--- src/hdl/efifo_pkg.sv ---
// Shared types and constants for the endian byte FIFO.
package efifo_pkg;

	// Width of the reported fill level
	localparam int unsigned FILL_W = 10;

	// Command codes on the input item
	typedef enum logic [1:0] {
		CMD_PUSH  = 2'd0,
		CMD_POP   = 2'd1,
		CMD_PEEK  = 2'd2,
		CMD_CLEAR = 2'd3
	} cmd_e;

	// Operation after classification by the front end
	typedef enum logic [2:0] {
		OP_PUSH,
		OP_POP,
		OP_PEEK,
		OP_CLEAR,
		OP_REJECT
	} op_e;

	// Back-end sequencer states
	typedef enum logic [2:0] {
		BK_IDLE,
		BK_CHECK,
		BK_WRITE,
		BK_READ,
		BK_DRAIN,
		BK_DONE
	} bk_state_e;

	// Input item
	typedef struct packed {
		logic [1:0]  cmd;
		logic [3:0]  byte_count;
		logic        little_endian;
		logic [63:0] push_value;
	} in_item_t;

	// Result item
	typedef struct packed {
		logic [63:0]       read_value;
		logic              ok;
		logic [FILL_W-1:0] fill_level;
	} out_item_t;

	// Classified job between front and back
	typedef struct packed {
		op_e         op;
		logic [3:0]  cnt;
		logic        le;
		logic [63:0] value;
	} job_t;

endpackage

--- src/hdl/efifo_queue.sv ---
// Two-entry job queue between front and back ends.
module efifo_queue import efifo_pkg::*; (
	input  logic clk,
	input  logic arst_n,
	input  logic push,
	input  job_t push_job,
	output logic full,
	output logic job_valid,
	input  logic pop,
	output job_t head
);

	localparam int unsigned DEPTH = 2;

	job_t       slot_q [DEPTH];
	logic       wr_q;
	logic       rd_q;
	logic [1:0] count_q;

	assign full      = (count_q == 2'(DEPTH));
	assign job_valid = (count_q != 2'd0);
	assign head      = slot_q[rd_q];

	// Entry storage
	always_ff @(posedge clk) begin
		if (push) begin
			slot_q[wr_q] <= push_job;
		end
	end

	// Pointers and occupancy
	always_ff @(posedge clk or negedge arst_n) begin
		if (!arst_n) begin
			wr_q    <= 1'b0;
			rd_q    <= 1'b0;
			count_q <= 2'd0;
		end else begin
			if (push) begin
				wr_q <= ~wr_q;
			end
			if (pop) begin
				rd_q <= ~rd_q;
			end
			case ({push, pop})
				2'b10:   count_q <= count_q + 2'd1;
				2'b01:   count_q <= count_q - 2'd1;
				default: count_q <= count_q;
			endcase
		end
	end

`ifndef SYNTH
	a_no_overflow: assert property (@(posedge clk) disable iff (!arst_n)
		push |-> !full || pop)
		else $error("job queue written while full");
	a_no_underflow: assert property (@(posedge clk) disable iff (!arst_n)
		pop |-> job_valid)
		else $error("job queue read while empty");
`endif

endmodule

--- config.mk ---
export PLATFORM = sky130hd
export DESIGN_NAME = efifo_queue
export DESIGN_NICKNAME = d
export VERILOG_FILES = /design/src/hdl/efifo_pkg.sv /design/src/hdl/efifo_queue.sv
export SDC_FILE = /design/constraint.sdc
export NUM_CORES = 1
export LEC_CHECK = 0
export BUFFER_PORTS_ARGS = -buffer_cell sky130_fd_sc_hd__buf_2
export CORE_UTILIZATION = 30
export CTS_CLUSTER_DIAMETER = 100
export CTS_CLUSTER_SIZE = 10
export DETAILED_ROUTE_END_ITERATION = 6
export HOLD_SLACK_MARGIN = 0.02
export REMOVE_ABC_BUFFERS = 1
export SYNTH_ARGS = -nofsm -noshare
export SYNTH_HDL_FRONTEND = slang
export SYNTH_SLANG_ARGS = --single-unit
--- constraint.sdc ---
create_clock -name clk -period 10.3 [get_ports clk]
set_input_delay 3.09 -clock clk [delete_from_list [all_inputs] [get_ports clk]]
set_output_delay 3.09 -clock clk [all_outputs]
set_load 0.02 [all_outputs]
# Word level (Yosys, flattened, before mapping)
# Memories as Yosys holds them, arrays and structs flattened.
# Index checks and enable logic that the tools add are counted.
# W data, S select, Z words.
# classes
n_bitwise	2
mux	3
n_reduce_logical	2
n_addsub	2
eq_ne	3
# op_table
operator	count
$eq A2 B2 Y1 const B	2
$pmux W2 S2	1
$reduce_bool A2 Y1	2
$add A2 B1 Y2 const B	1
$eq A2 B1 Y1 const B	1
$mux W1	2
$not A1 Y1	2
$sub A2 B1 Y2 const B	1
# word_totals
word_cells	16
ramBits	144
in_bits	76
n_memories	1
output_inout_bits	74
register_bits	4
# memory_table
name	words	word_bits	rd	rd_clocked_by_memory_dff	write_ports	line_no	rtl
slot_q	2	72	1	0	1	efifo_queue.sv:15	job_t slot_q [DEPTH];

# Logic depth before layout (Yosys ltp)
# Gate-level depths: netlist (run 1).
# logic_depth
depth_word	2
ltp_mapped	5
mapped_depth_nobuf	5

# Worst setup path after synthesis (run 1)
# No wires, ideal clock.
# synth_timing
path_type	in2reg
from	input push
to	memory slot_q[0][0] (netlist bit), enable pin
arrival_ps	6168
setup_time_ps	504
cell_stages	2
slack_ps	3628
required_ps	9796
path_buffers	0
cell_sequence	inv_1 > nor2_1
# synth_via
elab_chain_cells	2
# synth_rtl
item	line_no	rtl
from (decl)	efifo_queue.sv:5	input logic push,
$mux W1	efifo_queue.sv:26	if (push) begin
$mux W1 (not written as such)	efifo_queue.sv:27	slot_q[wr_q] <= push_job;
to (decl)	efifo_queue.sv:15	
# Every way passes these cells.

==> results of run 1 <==
==> layout by cell type, fill, tap and decap left out <==
master / netlist / routed
nor2_1: 2 / 1
xor2_1: 3 / 3
dfrtp_1: 4 / 3
nor2_4: 0 / 1
clkinv_1: 0 / 3
ha_1: 1 / 1
buf_2: 0 / 149
bufinv_16: 0 / 4
dfrtp_4: 0 / 1
and2_4: 0 / 1
mux2_2: 3 / 3
clkbuf_16: 0 / 17
clkinv_4: 0 / 2
buf_4: 0 / 2
or2_2: 1 / 1
xnor2_1: 2 / 2
nor2b_1: 1 / 1
mux2_4: 69 / 69
clkinv_2: 0 / 2
inv_1: 1 / 1
edfxtp_1: 144 / 144
clkbuf_1: 0 / 4
==> stage by stage <==
stage               hold slack (ns)  power, mW  std cells  worst slack (ns)
finish                       0.5126      2.162        649             4.653
CTS                          0.5157      2.201        649             4.606
global placement             0.4936      1.557        617             5.088
global route                 0.5261      2.266        649             4.541
floorplan                    0.4474      1.394        232             3.628
detailed placement           0.5018      1.568        617             5.063
==> worst max-delay path by stage <==
stage          slack [ns]  startpoint      endpoint  cells after the start
2_1_floorplan        3.63        push  slot_q[0][0]                      2
3_3_place_gp         5.09        rd_q      head[70]                      3
3_5_place_dp         5.06        rd_q      head[70]                      3
4_1_cts              4.61        rd_q      head[70]                      3
5_1_grt              4.54        rd_q      head[67]                      3
6_report             4.65        rd_q      head[71]                      3
==> sequential cells by signal, indices dropped and copies added (netlist names) <==
| register | count |
|---|---|
| rd_q | 1 |
| wr_q | 1 |
| count_q | 2 |
| slot_q | 144 |
==> routing by layer <==
layer  global-route usage  part of all wire
met4              0.05784             0.021
met1               0.1167              0.41
met2               0.1789              0.49
met3              0.04444             0.073
met5                    0            0.0013
==> worst max-delay path, cell delays in order (launching register included) <==
cell and delay, ns:
dfrtp_4 0.56, buf_4 0.85, mux2_2 0.42, buf_2 0.16
==> power breakdown <==
| group | internal, mW | switching (mW) | leakage [nW] |
|---|---|---|---|
| clock network | 0.403 | 0.222 | 0.292 |
| registers | 0.803 | 0.0437 | 1.40 |
| logic | 0.312 | 0.378 | 1.22 |
| total | 1.52 | 0.644 | 2.91 |
==> kinds of logic after synthesis <==
group,count (synthesis),share of synthesized area
xor+xnor,5,0.007642
fa+ha+maj,1,0.002183
buf+inv,9,0.02707
flops,148,0.7719
mux,72,0.1866
simple gates,5,0.004587
==> cell type report <==
class	count	area, um2	share of cell area
clock buffers	21	440.4	0.06077
flip-flops and latches	148	4428	0.6110
well taps	234	292.8	0.04040
multi-input cells	83	1162	0.1604
inverters	1	3.754	0.0005180
repair buffers	151	760.7	0.1050
clock inverters	11	158.9	0.02193
==> flow_summary.json, run 1 <==
{
  "cts_tree": "built",
  "worstSkewPairLatency_ns": 0.41,
  "netlist.area_leader.share": 0.7544,
  "globalplace.congestion": 0.6813,
  "post_cts_buffers": 0,
  "utilization": 0.3874,
  "start_util": 0.3064,
  "numClockSinks": 148,
  "cts_resized": 0,
  "synth-edff-count": 144,
  "ant_nets": 0,
  "ys_top_cells_by_count": "edfxtp_1 (144), mux2_4 (69), buf_12 (7), dfrtp_1 (4)",
  "clock_path_buffers": 2,
  "placed_cell_area_mm2": 0.006648,
  "min-delay-start": "count_q[1]",
  "detailedPlacementHpwl_um": 6419,
  "setup_violations": 0,
  "die_y_um": 140.2,
  "clock.fmax_mhz": 177.1,
  "syn_area_mm2": 0.005732,
  "startpoint_type": "register",
  "globalRouteTotalUtil": 0.1075,
  "final.fill_count": 1730,
  "slew_viol_final": 0,
  "rsz0062_at_grt": "no",
  "setup_tns_ns": 0,
  "drc": 0,
  "p_per_area_mw_per_mm2": 298.4,
  "overflow": 0,
  "max_cap_violations": 0,
  "yosys.area.top_type": "edfxtp_1",
  "grt_pass1_wl_um": 15570,
  "avgViaCountPerCell": 4.185,
  "hold_buffers": 0,
  "yosysSeqAreaShare": 0.7719,
  "cts_buffers": 17,
  "skew_ns": 0.007275,
  "status": "finished clean",
  "critPathRequiredTime_ns": 7.21,
  "timing.rr.start": "wr_q",
  "rows": 50,
  "hold_viol_final": 0,
  "htree_levels": 4,
  "synthFlopType": "edfxtp_1",
  "die_area_mm2": 0.01966,
  "ctsRootBufferMaster": "clkbuf_16",
  "clkTransAtPathRegs_ns": 0.06,
  "synthesis.instances": 240,
  "arrival_ns": 2.56,
  "grt_pass1_vias": 3047,
  "fin_crit_ns": 5.647,
  "grt_max_degree": 73,
  "synth.area.top_cells": "edfxtp_1 (75%), mux2_4 (18%), buf_12 (2.4%), dfrtp_1 (1.7%), mux2_2 (0.59%)",
  "nets": 479,
  "dr.pass1.iters": 4,
  "vdd_drop_max_mv": 0.1406,
  "reg2reg_slack_ns": 8.06,
  "slew_headroom": 0.2054,
  "crit_fanout": 61,
  "worst_setup_path_end_kind": "output pin",
  "drt_iter0_drc": 132,
  "hold_path_class": "register to register",
  "finalInstanceArea_mm2": 0.007247,
  "area.growth.synth_to_final_pct": 26.44,
  "reg2reg_to": "slot_q[0][57]",
  "async_flop_share": 0.02703,
  "worst_pin_slew_ns": 1.192,
  "holdPathEnd": "count_q[1]",
  "yosysUniqueCellTypes": 14,
  "layout-drive-gt1-share": 0.6072,
  "finalCritPeriodShare": 0.5483,
  "antenna_found_initial": 2,
  "io_pins": 150,
  "antenna_cells": 0,
  "syn_avg_cell_area_um2": 23.88,
  "post_drt_wl_per_cell_um": 15.33,
  "io_buffers": 149,
  "die_w_um": 140.2,
  "yosysMostFrequentCell": "edfxtp_1",
  "criticalPathCategory": "register to output pin",
  "via_count": 2716,
  "power.leakage_nw": 2.907,
  "reg2reg_depth": 2,
  "core_area_mm2": 0.01871,
  "hold_depth": 1,
  "yosys_warnings": 0,
  "ys_ff_latch": 148,
  "wirelength_um": 9948
}
No activity file was read; power rests on OpenSTA's default activity.
==> inputs of run 2 (changes only) <==
clock period = 5.2 ns   (was 10.3 ns; I/O delays follow)
==> flow_summary.json, run 2 (synthesized netlist as in run 1, its figures left out) <==
{
  "layout-drive-gt1-share": 0.6120,
  "cts_buffers": 17,
  "clkTransAtPathRegs_ns": 0.06,
  "wirelength_um": 10220,
  "fin_crit_ns": 3.748,
  "hold_buffers": 0,
  "arrival_ns": 2.19,
  "grtUsageMet1": 0.1257,
  "die_area_mm2": 0.01966,
  "clock_path_buffers": 2,
  "critPathRequiredTime_ns": 3.64,
  "slew_viol_final": 0,
  "io_pins": 150,
  "worst_setup_path_end_kind": "output pin",
  "final_common_cell": "buf_2",
  "hold_path_class": "register to register",
  "htree_levels": 4,
  "detailedPlacementHpwl_um": 6528,
  "worst_path_max_delay_cell": "dfrtp_4",
  "ctsRootBufferMaster": "clkbuf_16",
  "die_w_um": 140.2,
  "max_cap_violations": 0,
  "post_drt_wl_per_cell_um": 15.74,
  "crit_chain": "buf_12 -> mux2_4 -> buf_2",
  "finalInstanceArea_mm2": 0.007263,
  "final.fill_count": 1726,
  "grt-busiest-layer": "met2",
  "cts_resized": 0,
  "finalCritPeriodShare": 0.7208,
  "worst_pin_slew_ns": 1.043,
  "area.growth.synth_to_final_pct": 26.72,
  "nets": 480,
  "grt_max_degree": 73,
  "setup_tns_ns": 0,
  "start_util": 0.3064,
  "cts_tree": "built",
  "crit_fanout": 37,
  "skew_ns": 0.01247,
  "grt_use_met2": 0.1797,
  "cp_top_family": "flip-flops",
  "largest_register_ffs": 144,
  "reg_top3": "slot_q x144, count_q x2",
  "setup_violations": 0,
  "slew_headroom": 0.3045,
  "avgViaCountPerCell": 4.193,
  "hold_viol_final": 0,
  "criticalPathCategory": "register to output pin",
  "numClockSinks": 148,
  "antenna_found_initial": 1,
  "overflow": 0,
  "post_cts_buffers": 0,
  "vdd_drop_max_mv": 0.3221,
  "grt_pass1_vias": 3082,
  "core_area_mm2": 0.01871,
  "antenna_cells": 0,
  "multi_input_area_mm2": 0.001162,
  "globalRouteTotalUtil": 0.1094,
  "startpoint_type": "register",
  "final_cell_mix": "buf_2 (149), edfxtp_1 (144), mux2_4 (69)",
  "rsz0062_at_grt": "no",
  "p_per_area_mw_per_mm2": 590.1,
  "use_met3": 0.04991,
  "crit_buf_inv": 2,
  "globalplace.congestion": 0.6604,
  "drt_iter0_drc": 138,
  "placed_cell_area_mm2": 0.006668,
  "drc": 0,
  "grt_pass1_wl_um": 15970,
  "max_stage_delay_ns": 0.90,
  "clock.fmax_mhz": 266.8,
  "regArea_mm2": 0.004428,
  "die_y_um": 140.2,
  "dr.pass1.iters": 4,
  "io_buffers": 149,
  "rows": 50,
  "ant_nets": 0,
  "via_count": 2721,
  "power.leakage_nw": 2.915,
  "regMostFlops": "slot_q",
  "status": "finished clean",
  "worstSkewPairLatency_ns": 0.41
}
-- run 2: cell count changes in the layout (fill, tap and decap cells not counted), sizes merged --
cell and delta:
clkinvlp +1, clkbuf -2, buf +1
-- run 2: cell type report --
cell class	instances	share of cell area
Clock inverter	12	0.02239
Multi-Input combinational cell	83	0.1600
Sequential cell	148	0.6096
Clock buffer	19	0.05960
Tap cell	234	0.04031
Timing Repair Buffer	152	0.1075
Inverter	1	0.0005168
-- run 2: power by group --
part           switching, mW  internal (mW)  total [mW]
registers              0.144           1.59        1.73
logic                  0.698          0.616        1.31
clock network          0.446          0.793        1.24
-- run 2: per-stage QoR --
step / power, mW / std cells / utilization / hold WS, ns / setup slack [ns]
3_5_place_dp: 3.100 / 618 / 0.3565 / 0.4821 / 1.836
2_1_floorplan: 2.762 / 232 / - / 0.4474 / 0.05802
5_1_grt: 4.488 / 649 / 0.3883 / 0.5161 / 1.321
6_report: 4.286 / 649 / 0.3883 / 0.4864 / 1.452
4_1_cts: 4.357 / 649 / 0.3883 / 0.4951 / 1.372
3_3_place_gp: 3.076 / 618 / 0.3565 / 0.4622 / 1.861
-- run 2: per-layer routing --
layer,share of wire,vias up
li1,-,1272
met1,0.43,1351
met2,0.49,89
met3,0.069,7
met4,0.0073,2
met5,0.0013,-
-- run 2: worst paths after layout --
kind	start	endpoint	slack [ns]	cells after the start
max	rd_q	head[54]	1.45	3
max in group asynchronous	arst_n	rd_q	4.12	1
min reg2reg	count_q[1]	count_q[1]	0.49	1
min	count_q[1]	count_q[1]	0.49	1
max reg2reg	wr_q	slot_q[1][5]	3.47	1
min in group asynchronous	arst_n	count_q[0]	0.95	1
==> inputs of run 3 (changes only) <==
clock period = 3.5 ns   (was 5.2 ns; I/O delays follow)
==> flow_summary.json, run 3 (synthesized netlist as in run 1, its figures left out) <==
{
  "cts_tree": "built",
  "htree_levels": 4,
  "worst_setup_path_end_kind": "output pin",
  "globalRouteTotalUtil": 0.1121,
  "reg2reg_to": "slot_q[0][66]",
  "p_per_area_mw_per_mm2": 871.0,
  "dp.cells": 620,
  "power.leakage_nw": 2.930,
  "numClockSinks": 148,
  "crit_fanout": 31,
  "ant_nets": 0,
  "die_area_mm2": 0.01966,
  "fin_ws_ns": 0.6052,
  "post_cts_buffers": 0,
  "pre_cts_ws_ns": 1.010,
  "p_clk_frac": 0.283,
  "avgViaCountPerCell": 4.210,
  "core_area_mm2": 0.01871,
  "max_cap_violations": 0,
  "grt_pass1_vias": 3026,
  "utilization": 0.3914,
  "antenna_found_initial": 1,
  "final_cell_mix": "buf_2 (149), edfxtp_1 (144), mux2_4 (69)",
  "timing.rr.start": "wr_q",
  "die_w_um": 140.2,
  "worst_pin_slew_ns": 0.6754,
  "stdcell_count": 652,
  "worst_path_max_delay_cell": "dfrtp_4",
  "detailedPlacementHpwl_um": 6787,
  "area.growth.synth_to_final_pct": 27.74,
  "globalplace.congestion": 0.6638,
  "cp_top_family": "flip-flops",
  "pwr-share-seq": 0.392,
  "slew_viol_final": 0,
  "criticalPathCategory": "register to output pin",
  "drt_iter0_drc": 141,
  "hold_viol_final": 0,
  "overflow": 0,
  "regMostFlops": "slot_q",
  "slew_headroom": 0.5487,
  "reg2reg_slack_ns": 1.90,
  "cts_resized": 0,
  "clkTransAtPathRegs_ns": 0.06,
  "finalPower_mw": 6.377,
  "layout-drive-gt1-share": 0.6172,
  "worstSkewPairLatency_ns": 0.41,
  "rsz0062_at_grt": "no",
  "reg_top3": "slot_q x144, count_q x2",
  "wirelength_um": 10280,
  "setup_violations": 0,
  "post_drt_wl_per_cell_um": 15.77,
  "cts_buffers": 17,
  "grt_pass1_wl_um": 16220,
  "largest_register_ffs": 144,
  "crit_chain": "buf_12 -> mux2_2 -> buf_2",
  "clock_path_buffers": 2,
  "die_y_um": 140.2,
  "status": "finished clean",
  "cp-startpoint": "rd_q",
  "max_stage_delay_ns": 0.61,
  "vdd_drop_max_mv": 0.3393,
  "swShare": 0.3052,
  "startpoint_type": "register",
  "hold_path_class": "primary input to async pin",
  "arrival_ns": 1.84,
  "nets": 482,
  "reg2reg_depth": 2,
  "holdWs_ns": 0.4333,
  "io_pins": 150,
  "clock.fmax_mhz": 345.5,
  "ctsRootBufferMaster": "clkbuf_16",
  "fin_crit_ns": 2.895,
  "grt_max_degree": 43,
  "critPathRequiredTime_ns": 2.45,
  "finalCritPeriodShare": 0.8271,
  "crit_buf_inv": 2,
  "combPwrFrac": 0.326,
  "io_buffers": 149,
  "dr.pass1.iters": 4,
  "final_common_cell": "buf_2",
  "p_switching_mw": 1.947,
  "final.fill_count": 1705,
  "via_count": 2745,
  "drc": 0,
  "antenna_cells": 0,
  "start_util": 0.3064,
  "hold_buffers": 0,
  "rows": 50,
  "p_int_mw": 4.431,
  "skew_ns": 0.008968
}
==> run 3: cell types whose count changed in the layout (fill, tap and decap cells not counted) <==
cell / previous run / this run
buf_12: 1 / 5
buf_4: 2 / 0
clkinvlp_4: 1 / 3
bufinv_16: 4 / 3
clkbuf_1: 2 / 1
clkinv_2: 3 / 2
clkinv_4: 1 / 2
inv_6: 0 / 1
==> run 3: worst register-to-register path, stage by stage (launching register included) <==
cell	delay [ns]
dfrtp_1	0.43
nor2_4	0.56
buf_12	0.30
==> run 3: layer usage <==
metal / track usage / share of wire / up-vias
li1: - / - / 1280
met1: 0.1238 / 0.42 / 1345
met2: 0.1882 / 0.49 / 102
met3: 0.04137 / 0.066 / 16
met4: 0.06015 / 0.016 / 2
met5: 0 / 0.0017 / -
==> run 3: how the worst max path moves through the flow <==
stage          slack, ns            to  cells after the start
2_1_floorplan      -1.13  slot_q[0][0]                      2
3_3_place_gp        1.02      head[71]                      3
3_5_place_dp        1.01      head[67]                      3
4_1_cts             0.54      head[71]                      3
5_1_grt             0.50      head[71]                      3
6_report            0.61      head[71]                      3
==> run 3: final cells by class <==
| class | instances | area (um2) | area share |
|---|---|---|---|
| sequential | 148 | 4428 | 0.6048 |
| multi-input combinational | 83 | 1162 | 0.1587 |
| timing repair buffer | 154 | 845.8 | 0.1155 |
| clock buffer | 18 | 429.2 | 0.05861 |
| tap | 234 | 292.8 | 0.03999 |
| clock inverter | 14 | 160.2 | 0.02187 |
| inverter | 1 | 3.754 | 0.0005126 |
==> run 3: power by group through the flow <==
stage / combinational, mW / clock, mW / sequential [mW]
after floorplan: 1.45 / 0 / 2.66
after global placement: 2.11 / 0 / 2.52
after detailed placement: 2.13 / 0 / 2.54
after CTS: 2.14 / 1.86 / 2.50
after global routing: 2.22 / 1.95 / 2.53
final: 2.08 / 1.80 / 2.50
==> run 3: stage by stage <==
stage	cell area, um2	setup TNS [ns]
final	7322	0
after global routing	7322	0
after CTS	7322	0
after detailed placement	6733	0
after global placement	6733	0
after floorplan	5580	-129.59
